--- src/rtl/aeng_pkg.sv ---
// shared types and constants of the adaptive ema noise gate
`timescale 1ns / 1ps
`default_nettype none

package aeng_pkg;

	localparam int SampleW = 16;
	localparam int CoefW   = 16;
	localparam int WetW    = 17;
	localparam int StateW  = 24;
	localparam int OpAW    = 18;
	localparam int OpBW    = 25;
	localparam int AccW    = 42;
	localparam int StepW   = 3;
	localparam int CfgIdxW = 3;

	localparam logic [StepW-1:0] LastStep = 3'd7;

	localparam logic [CfgIdxW-1:0] RegEnvCoef  = 3'd0;
	localparam logic [CfgIdxW-1:0] RegAlphaMin = 3'd1;
	localparam logic [CfgIdxW-1:0] RegAlphaMax = 3'd2;
	localparam logic [CfgIdxW-1:0] RegGateThr  = 3'd3;
	localparam logic [CfgIdxW-1:0] RegWetMix   = 3'd4;

	localparam logic [CoefW-1:0] EnvCoefRst  = 16'd655;
	localparam logic [CoefW-1:0] AlphaMinRst = 16'd66;
	localparam logic [CoefW-1:0] AlphaMaxRst = 16'd32768;
	localparam logic [CoefW-1:0] GateThrRst  = 16'd328;
	localparam logic [WetW-1:0]  WetMixRst   = 17'd65536;

	localparam logic [OpAW-1:0]   OneQ16  = 18'h10000;
	localparam logic [OpBW-1:0]   OneQ23  = 25'h0800000;
	localparam logic [WetW-1:0]   WetFull = 17'h10000;

	// rounding offsets preloaded at the first step of each product pair
	localparam logic signed [AccW-1:0] HalfQ16 = 42'sd32768;
	localparam logic signed [AccW-1:0] HalfQ23 = 42'sd4194304;
	localparam logic signed [AccW-1:0] HalfQ24 = 42'sd8388608;

	typedef enum logic [2:0] {
		ST_IDLE = 3'b001,
		ST_CALC = 3'b010,
		ST_HOLD = 3'b100
	} state_t;

endpackage

`default_nettype wire

--- src/rtl/adaptive_ema_noise_gate.sv ---
// adaptive ema noise gate: envelope, adaptive one-pole low-pass and wet/dry mix
// after accept: 8 mac steps in ST_CALC, then the output register is loaded in ST_HOLD
// a request with input_missing set skips ST_CALC and goes straight to ST_HOLD
// new requests wait for ST_IDLE: the single shared 18x25 multiply-accumulate does every step
// reset: arst_n asynchronous active low, clears envelope, filter state, registers to defaults
`timescale 1ns / 1ps
`default_nettype none

module adaptive_ema_noise_gate (
	input  wire logic                              clk,
	input  wire logic                              arst_n,
	input  wire logic                              cfg_wen,
	input  wire logic [aeng_pkg::CfgIdxW-1:0]      cfg_index,
	input  wire logic [aeng_pkg::WetW-1:0]         cfg_data,
	input  wire logic                              s_axis_tvalid,
	output logic                                   s_axis_tready,
	input  wire logic [15:0]                       s_axis_tdata,  // [15:0] audio_in
	input  wire logic                              s_axis_tuser,  // [0] input_missing
	output logic                                   m_axis_tvalid,
	input  wire logic                              m_axis_tready,
	output logic [31:0]                            m_axis_tdata   // [15:0] left_out, [31:16] right_out
);

	aeng_pkg::state_t state_q;
	logic [aeng_pkg::StepW-1:0] step_q;

	logic [aeng_pkg::CoefW-1:0] env_coef_q;
	logic [aeng_pkg::CoefW-1:0] alpha_min_q;
	logic [aeng_pkg::CoefW-1:0] alpha_max_q;
	logic [aeng_pkg::CoefW-1:0] gate_thr_q;
	logic [aeng_pkg::WetW-1:0]  wet_mix_q;

	logic [aeng_pkg::StateW-1:0]        env_q;
	logic signed [aeng_pkg::StateW-1:0] fv_q;

	logic signed [aeng_pkg::SampleW-1:0] x_q;
	logic [aeng_pkg::StateW-1:0]         mag_q;
	logic signed [aeng_pkg::StateW-1:0]  g_q;
	logic [aeng_pkg::CoefW-1:0]          alpha_q;
	logic signed [aeng_pkg::SampleW-1:0] y_q;
	logic signed [aeng_pkg::AccW-1:0]    acc_q;

	logic                                out_valid_q;
	logic [31:0]                         out_data_q;

	logic [aeng_pkg::WetW-1:0]           wet_w;
	logic signed [aeng_pkg::OpAW-1:0]    op_a;
	logic signed [aeng_pkg::OpBW-1:0]    op_b;
	logic signed [aeng_pkg::OpAW+aeng_pkg::OpBW-1:0] prod;
	logic signed [aeng_pkg::AccW-1:0]    acc_in;
	logic signed [aeng_pkg::AccW-1:0]    sum;
	logic [aeng_pkg::StateW:0]           abs_in;
	logic signed [25:0]                  f_sh;
	logic signed [17:0]                  y_sh;
	logic [aeng_pkg::StateW-1:0]         env_new;
	logic [aeng_pkg::CoefW-1:0]          alpha_new;
	logic signed [aeng_pkg::StateW-1:0]  f_new;
	logic signed [aeng_pkg::SampleW-1:0] y_new;
	logic                                in_acc;
	logic                                out_load;

	assign s_axis_tready = (state_q == aeng_pkg::ST_IDLE);
	assign in_acc        = s_axis_tvalid && s_axis_tready;
	assign out_load      = (state_q == aeng_pkg::ST_HOLD) && (!out_valid_q || m_axis_tready);
	assign m_axis_tvalid = out_valid_q;
	assign m_axis_tdata  = out_data_q;

	assign wet_w  = (wet_mix_q > aeng_pkg::WetFull) ? aeng_pkg::WetFull : wet_mix_q;
	assign abs_in = s_axis_tdata[15] ? 25'({1'b0, ~s_axis_tdata} + 17'd1) << 8
	                                 : 25'({1'b0, s_axis_tdata}) << 8;

	// operand selection for the shared multiply-accumulate
	always_comb begin
		op_a   = '0;
		op_b   = '0;
		acc_in = acc_q;
		case (step_q)
			3'd0: begin
				op_a   = $signed({2'b00, env_coef_q});
				op_b   = $signed({1'b0, mag_q});
				acc_in = aeng_pkg::HalfQ16;
			end
			3'd1: begin
				op_a = $signed(aeng_pkg::OneQ16 - {2'b00, env_coef_q});
				op_b = $signed({1'b0, env_q});
			end
			3'd2: begin
				op_a   = $signed({2'b00, alpha_min_q});
				op_b   = $signed(aeng_pkg::OneQ23 - {1'b0, env_q});
				acc_in = aeng_pkg::HalfQ23;
			end
			3'd3: begin
				op_a = $signed({2'b00, alpha_max_q});
				op_b = $signed({1'b0, env_q});
			end
			3'd4: begin
				op_a   = $signed({2'b00, alpha_q});
				op_b   = {g_q[23], g_q};
				acc_in = aeng_pkg::HalfQ16;
			end
			3'd5: begin
				op_a = $signed(aeng_pkg::OneQ16 - {2'b00, alpha_q});
				op_b = {fv_q[23], fv_q};
			end
			3'd6: begin
				op_a   = $signed({1'b0, wet_w});
				op_b   = {fv_q[23], fv_q};
				acc_in = aeng_pkg::HalfQ24;
			end
			3'd7: begin
				op_a = $signed(aeng_pkg::OneQ16 - {1'b0, wet_w});
				op_b = {g_q[23], g_q};
			end
			default: begin
				op_a   = '0;
				op_b   = '0;
				acc_in = acc_q;
			end
		endcase
	end

	assign prod = op_a * op_b;
	assign sum  = acc_in + prod[aeng_pkg::AccW-1:0];

	// rounding shifts and saturation of the finished pairs
	always_comb begin
		f_sh = sum[41:16];
		y_sh = sum[41:24];
		env_new   = (sum[41:16] > 26'h0800000) ? 24'h800000 : sum[39:16];
		alpha_new = (sum[41:23] > 19'h0ffff) ? 16'hffff : sum[38:23];
		if (f_sh > 26'sh07fffff) begin
			f_new = 24'sh7fffff;
		end else if (f_sh < -26'sh0800000) begin
			f_new = -24'sh800000;
		end else begin
			f_new = f_sh[23:0];
		end
		if (y_sh > 18'sh07fff) begin
			y_new = 16'sh7fff;
		end else if (y_sh < -18'sh08000) begin
			y_new = -16'sh8000;
		end else begin
			y_new = y_sh[15:0];
		end
	end

	always_ff @(posedge clk or negedge arst_n) begin
		if (!arst_n) begin
			env_coef_q  <= aeng_pkg::EnvCoefRst;
			alpha_min_q <= aeng_pkg::AlphaMinRst;
			alpha_max_q <= aeng_pkg::AlphaMaxRst;
			gate_thr_q  <= aeng_pkg::GateThrRst;
			wet_mix_q   <= aeng_pkg::WetMixRst;
		end else if (cfg_wen) begin
			case (cfg_index)
				aeng_pkg::RegEnvCoef:  env_coef_q  <= cfg_data[15:0];
				aeng_pkg::RegAlphaMin: alpha_min_q <= cfg_data[15:0];
				aeng_pkg::RegAlphaMax: alpha_max_q <= cfg_data[15:0];
				aeng_pkg::RegGateThr:  gate_thr_q  <= cfg_data[15:0];
				aeng_pkg::RegWetMix:   wet_mix_q   <= cfg_data;
				default: begin
				end
			endcase
		end
	end

	always_ff @(posedge clk or negedge arst_n) begin
		if (!arst_n) begin
			state_q     <= aeng_pkg::ST_IDLE;
			step_q      <= '0;
			env_q       <= '0;
			fv_q        <= '0;
			out_valid_q <= 1'b0;
		end else begin
			case (state_q)
				aeng_pkg::ST_IDLE: begin
					if (in_acc) begin
						state_q <= s_axis_tuser ? aeng_pkg::ST_HOLD : aeng_pkg::ST_CALC;
						step_q  <= '0;
					end
				end
				aeng_pkg::ST_CALC: begin
					step_q <= step_q + 3'd1;
					if (step_q == 3'd1) begin
						env_q <= env_new;
					end
					if (step_q == 3'd5) begin
						fv_q <= f_new;
					end
					if (step_q == aeng_pkg::LastStep) begin
						state_q <= aeng_pkg::ST_HOLD;
					end
				end
				aeng_pkg::ST_HOLD: begin
					if (out_load) begin
						state_q <= aeng_pkg::ST_IDLE;
					end
				end
				default: begin
					state_q <= aeng_pkg::ST_IDLE;
					step_q  <= '0;
				end
			endcase
			if (out_load) begin
				out_valid_q <= 1'b1;
			end else if (m_axis_tready) begin
				out_valid_q <= 1'b0;
			end
		end
	end

	// datapath registers
	always_ff @(posedge clk) begin
		if (in_acc) begin
			x_q   <= $signed(s_axis_tdata);
			mag_q <= abs_in[23:0];
			y_q   <= '0;
		end
		if (state_q == aeng_pkg::ST_CALC) begin
			acc_q <= sum;
			if (step_q == 3'd2) begin
				g_q <= (env_q < {gate_thr_q, 8'h00}) ? '0 : {x_q, 8'h00};
			end
			if (step_q == 3'd3) begin
				alpha_q <= alpha_new;
			end
			if (step_q == aeng_pkg::LastStep) begin
				y_q <= y_new;
			end
		end
		if (out_load) begin
			out_data_q <= {y_q, y_q};
		end
	end

	a_missing_silent: assert property (@(posedge clk) disable iff (!arst_n)
		(in_acc && s_axis_tuser) |=> (state_q == aeng_pkg::ST_HOLD && y_q == '0))
		else $error("missing input did not give silence");

	a_step_idle: assert property (@(posedge clk) disable iff (!arst_n)
		(state_q != aeng_pkg::ST_CALC) |-> (step_q == '0))
		else $error("step counter running outside calculation");

	a_env_range: assert property (@(posedge clk) disable iff (!arst_n)
		env_q <= 24'h800000)
		else $error("envelope above full scale");

	a_hold_stall: assert property (@(posedge clk) disable iff (!arst_n)
		(state_q == aeng_pkg::ST_HOLD && out_valid_q && !m_axis_tready)
		|=> (state_q == aeng_pkg::ST_HOLD))
		else $error("result dropped while output stalled");

endmodule

`default_nettype wire

--- config.mk ---
export PLATFORM = sky130hd
export DESIGN_NAME = adaptive_ema_noise_gate
export DESIGN_NICKNAME = d
export VERILOG_FILES = /design/src/rtl/aeng_pkg.sv /design/src/rtl/adaptive_ema_noise_gate.sv
export SDC_FILE = /design/constraint.sdc
export NUM_CORES = 2
export LEC_CHECK = 0
export BUFFER_PORTS_ARGS = -buffer_cell sky130_fd_sc_hd__buf_2
export CORE_UTILIZATION = 40
export DETAILED_ROUTE_END_ITERATION = 7
export GPL_ROUTABILITY_DRIVEN = 0
export GPL_TIMING_DRIVEN = 0
export SYNTH_ARGS = -nofsm -noshare
export SYNTH_HDL_FRONTEND = slang
export SYNTH_SLANG_ARGS = --single-unit
--- constraint.sdc ---
create_clock -name clk -period 32.2 [get_ports clk]
set_input_delay 1.61 -clock clk [delete_from_list [all_inputs] [get_ports clk]]
set_output_delay 1.61 -clock clk [all_outputs]
set_load 0.02 [all_outputs]
==> summary.md <==
| Metric | Value |
|---|---|
| Minimum clock period | `13.78 ns` |
| Post-synth EDFFs | `121` |
| # DRC | `27` |
| Achievable Freq | `72.59 MHz` |
| Initial Util | `40.37%` |
| Drt total wl | `95.80 mm` |
| First-pass GRT wire length | `147.4 mm` |
| Area delta synth->final | `9.302%` |
| Die H | `278.6 µm` |
| Area after DPL | `0.03252 mm²` |
| Final hold vios | `0` |
| Run status | `finished, violations left` |
| Post-route clock period utilization | `42.78%` |
| Worst Slack Setup Final | `18.42 ns` |
| Drt initial violations | `2286` |
| Row cnt | `101` |
| Data required time of the worst path | `32.69 ns` |
| Critical path's largest stage delay | `0.93 ns` |
| Top_reg_cell synth | `dfrtp_1` |
| Number of synthesized register bits | `273` |
| CTS sink cnt | `273` |
| Setup Skew | `0.03683 ns` |
| Register clock-pin slew on the reported worst setup and hold paths | `0.06 ns` |
| Hold Path Class | `reg2reg` |
| Final Setup Violations | `0` |
| Critical path's slowest cell | `fa_1` |
| Worst setup path category | `reg2reg` |
| H-tree depth | `1` |
| Post-Syn Area per Cell | `9.597 µm²` |
| Clock buffer depth | `3` |
| Cell area after synthesis | `0.03061 mm²` |
| Setup Buffers After CTS | `0` |
| Vias | `23705` |
| DR vias/cell | `5.471` |
| Average wire per standard cell | `22.11 µm` |
| Post-CTS Hold Buffers | `0` |
| Least-Margin Pin Slew | `1.485 ns` |
| Clk_lat worst skew | `0.61 ns` |
| Core Region | `0.07582 mm²` |
| Synth cell types | `93` |
| Clk root buf | `clkbuf_16` |
| Slew Viols, Final | `0` |
| Die footprint | `0.07764 mm²` |
| Inserted Clock Buffers | `30` |
| Reg2reg setup slack | `18.42 ns` |
| Worst EP arrival | `14.27 ns` |
| Antenna-violating nets left | `0` |
| Final Cell Area | `0.03346 mm²` |
| I/O Buffers | `75` |
| Sequential-to-total area share from yosys stat | `24.09%` |
| Synth warn | `0` |
| Slew headroom | `0.6067%` |
| Largest net degree at the start of global routing | `71` |
| Pre-antenna DRT Iters | `8` |
| Setup total negative slack | `0 ns` |
| CP max FO | `10` |
| Startpoint types | `flop` |
| Max_cap viols | `1` |
| CTS tree | `yes` |
| Share of synthesized registers carrying an async set or reset | `49.82%` |
| Io pins | `76` |
| Initial antenna violation count | `2` |
| Die width | `278.6 µm` |
| Antenna Cells | `0` |
| GRT Util Overall | `25.28%` |
| Critical Path End Type | `flop` |
| CTS resizes | `0` |
| Vias in the first global route | `23690` |
| Layout cells sized above 1 | `9.091%` |
| CP most frequent cell | `fa_1` |
| Failing checks | `DRC, capacitance limit` |
| Post-Syn Instances | `3190` |
| Detailed placement HPWL | `78.08 mm` |
| Total gr overflow | `0` |
| Final core occ | `44.13%` |
| RSZ-0062 raised after global routing | `false` |
| Nets@finish | `3997` |
| Post-Place Setup Slack | `18.74 ns` |
-- cells in the final DEF, fill, tap and decap left out, drive strengths merged, types with 14 or more instances in the layout --
cell type,count
mux2,75
inv,547
a21oi,82
a22oi,28
nor3,33
nor2b,14
clkbuf,176
o31ai,19
buf,113
and3,14
xor2,33
o21ai,84
or3,16
nand2,444
nor2,295
or2,25
nand2b,31
nand3,24
ha,150
dfrtp,122
a21o,26
conb,25
xnor2,56
dfstp,14
dfxtp,16
edfxtp,121
a222oi,30
and2,44
o221ai,22
fa,474
-- flip-flops by register name (all words and copies together) (netlist names) --
| register | flops |
|---|---|
| alpha_q | 16 |
| wet_mix_q | 17 |
| g_q | 16 |
| state_q | 3 |
| env_q | 24 |
| x_q | 16 |
| alpha_min_q | 16 |
| gate_thr_q | 16 |
| y_q | 16 |
| m_axis_tdata | 16 |
| acc_q | 42 |
| alpha_max_q | 16 |
| env_coef_q | 16 |
| m_axis_tvalid | 1 |
| mag_q | 15 |
| step_q | 3 |
| fv_q | 24 |
-- kinds of logic after synthesis --
| logic type | synth area share, % |
|---|---|
| AOI/OAI and AO/OA | 10.02 |
| xor gates and xnor gates | 2.546 |
| adders and majority gates | 37.13 |
| buffers and inverters | 8.930 |
| DFF | 24.09 |
| muxes | 3.119 |
| other | 0.02453 |
| and+or+nand+nor | 14.15 |
-- synthesized netlist by cell type (21+ instances only) --
| cell type | count | area, µm² |
|---|---|---|
| mux2_2 | 75 | 844.6 |
| dfrtp_1 | 122 | 3053 |
| nand2b_1 | 31 | 193.9 |
| nor2_1 | 295 | 1107 |
| a21o_1 | 26 | 195.2 |
| edfxtp_1 | 121 | 3633 |
| clkbuf_1 | 133 | 499.2 |
| nor3_1 | 31 | 155.2 |
| a21oi_1 | 81 | 405.4 |
| a22oi_1 | 28 | 210.2 |
| xor2_1 | 33 | 289.0 |
| a222oi_1 | 30 | 300.3 |
| inv_1 | 542 | 2034 |
| ha_1 | 150 | 1877 |
| o221ai_1 | 21 | 183.9 |
| or2_2 | 23 | 143.9 |
| xnor2_1 | 56 | 490.5 |
| and2_1 | 43 | 269.0 |
| nand3_1 | 24 | 120.1 |
| nand2_1 | 444 | 1667 |
| fa_1 | 474 | 9489 |
| o21ai_0 | 75 | 375.4 |
-- path summary, 6_finish.rpt --
check,from,end,cells past startpoint
min,y_q[9],m_axis_tdata[25],0
max,step_q[1],env_q[5],39
min reg2reg,y_q[9],m_axis_tdata[25],0
max in group asynchronous,arst_n,env_coef_q[7],2
max reg2reg,step_q[1],env_q[5],39
min in group asynchronous,arst_n,m_axis_tvalid,1
-- stage by stage --
stage | hold WS [ns] | std cells
floorplan | 0.4081 | 3213
global placement | 0.4214 | 4266
detailed placement | 0.4185 | 4277
CTS | 0.4353 | 4333
global route | 0.4430 | 4333
finish | 0.4316 | 4333
-- per-layer routing --
layer / vias up / GRT usage [%] / wire length, µm
li1: 10503 / - / -
met1: 12029 / 34.76 / 40080
met2: 978 / 40.97 / 44600
met3: 195 / 3.046 / 6837
met4: 0 / 9.453 / 4283
met5: - / 0 / 0
-- final cells by class --
class / count / area, µm²
inverter: 547 / 2054
multi-input combinational: 2233 / 20650
clock buffer: 43 / 829.5
tap: 978 / 1224
buffer: 160 / 680.7
fill: 7464 / 42360
sequential: 273 / 7375
clock inverter: 13 / 106.4
timing repair buffer: 86 / 541.8
-- critical path: cells and delay by family (launching register included) --
| kind | cells | cell delay, ns |
|---|---|---|
| AO/OA/AOI/OAI | 8 | 2.78 |
| XOR/XNOR | 2 | 0.50 |
| adder cells (fa/ha/maj) | 10 | 4.76 |
| buffers and inverters | 9 | 2.72 |
| flip-flops | 1 | 0.41 |
| multiplexers | 1 | 0.26 |
| AND/OR/NAND/NOR | 9 | 2.24 |
Power is not shown: default switching activity piles up to over one toggle a cycle in this logic, so the estimate is an artifact.
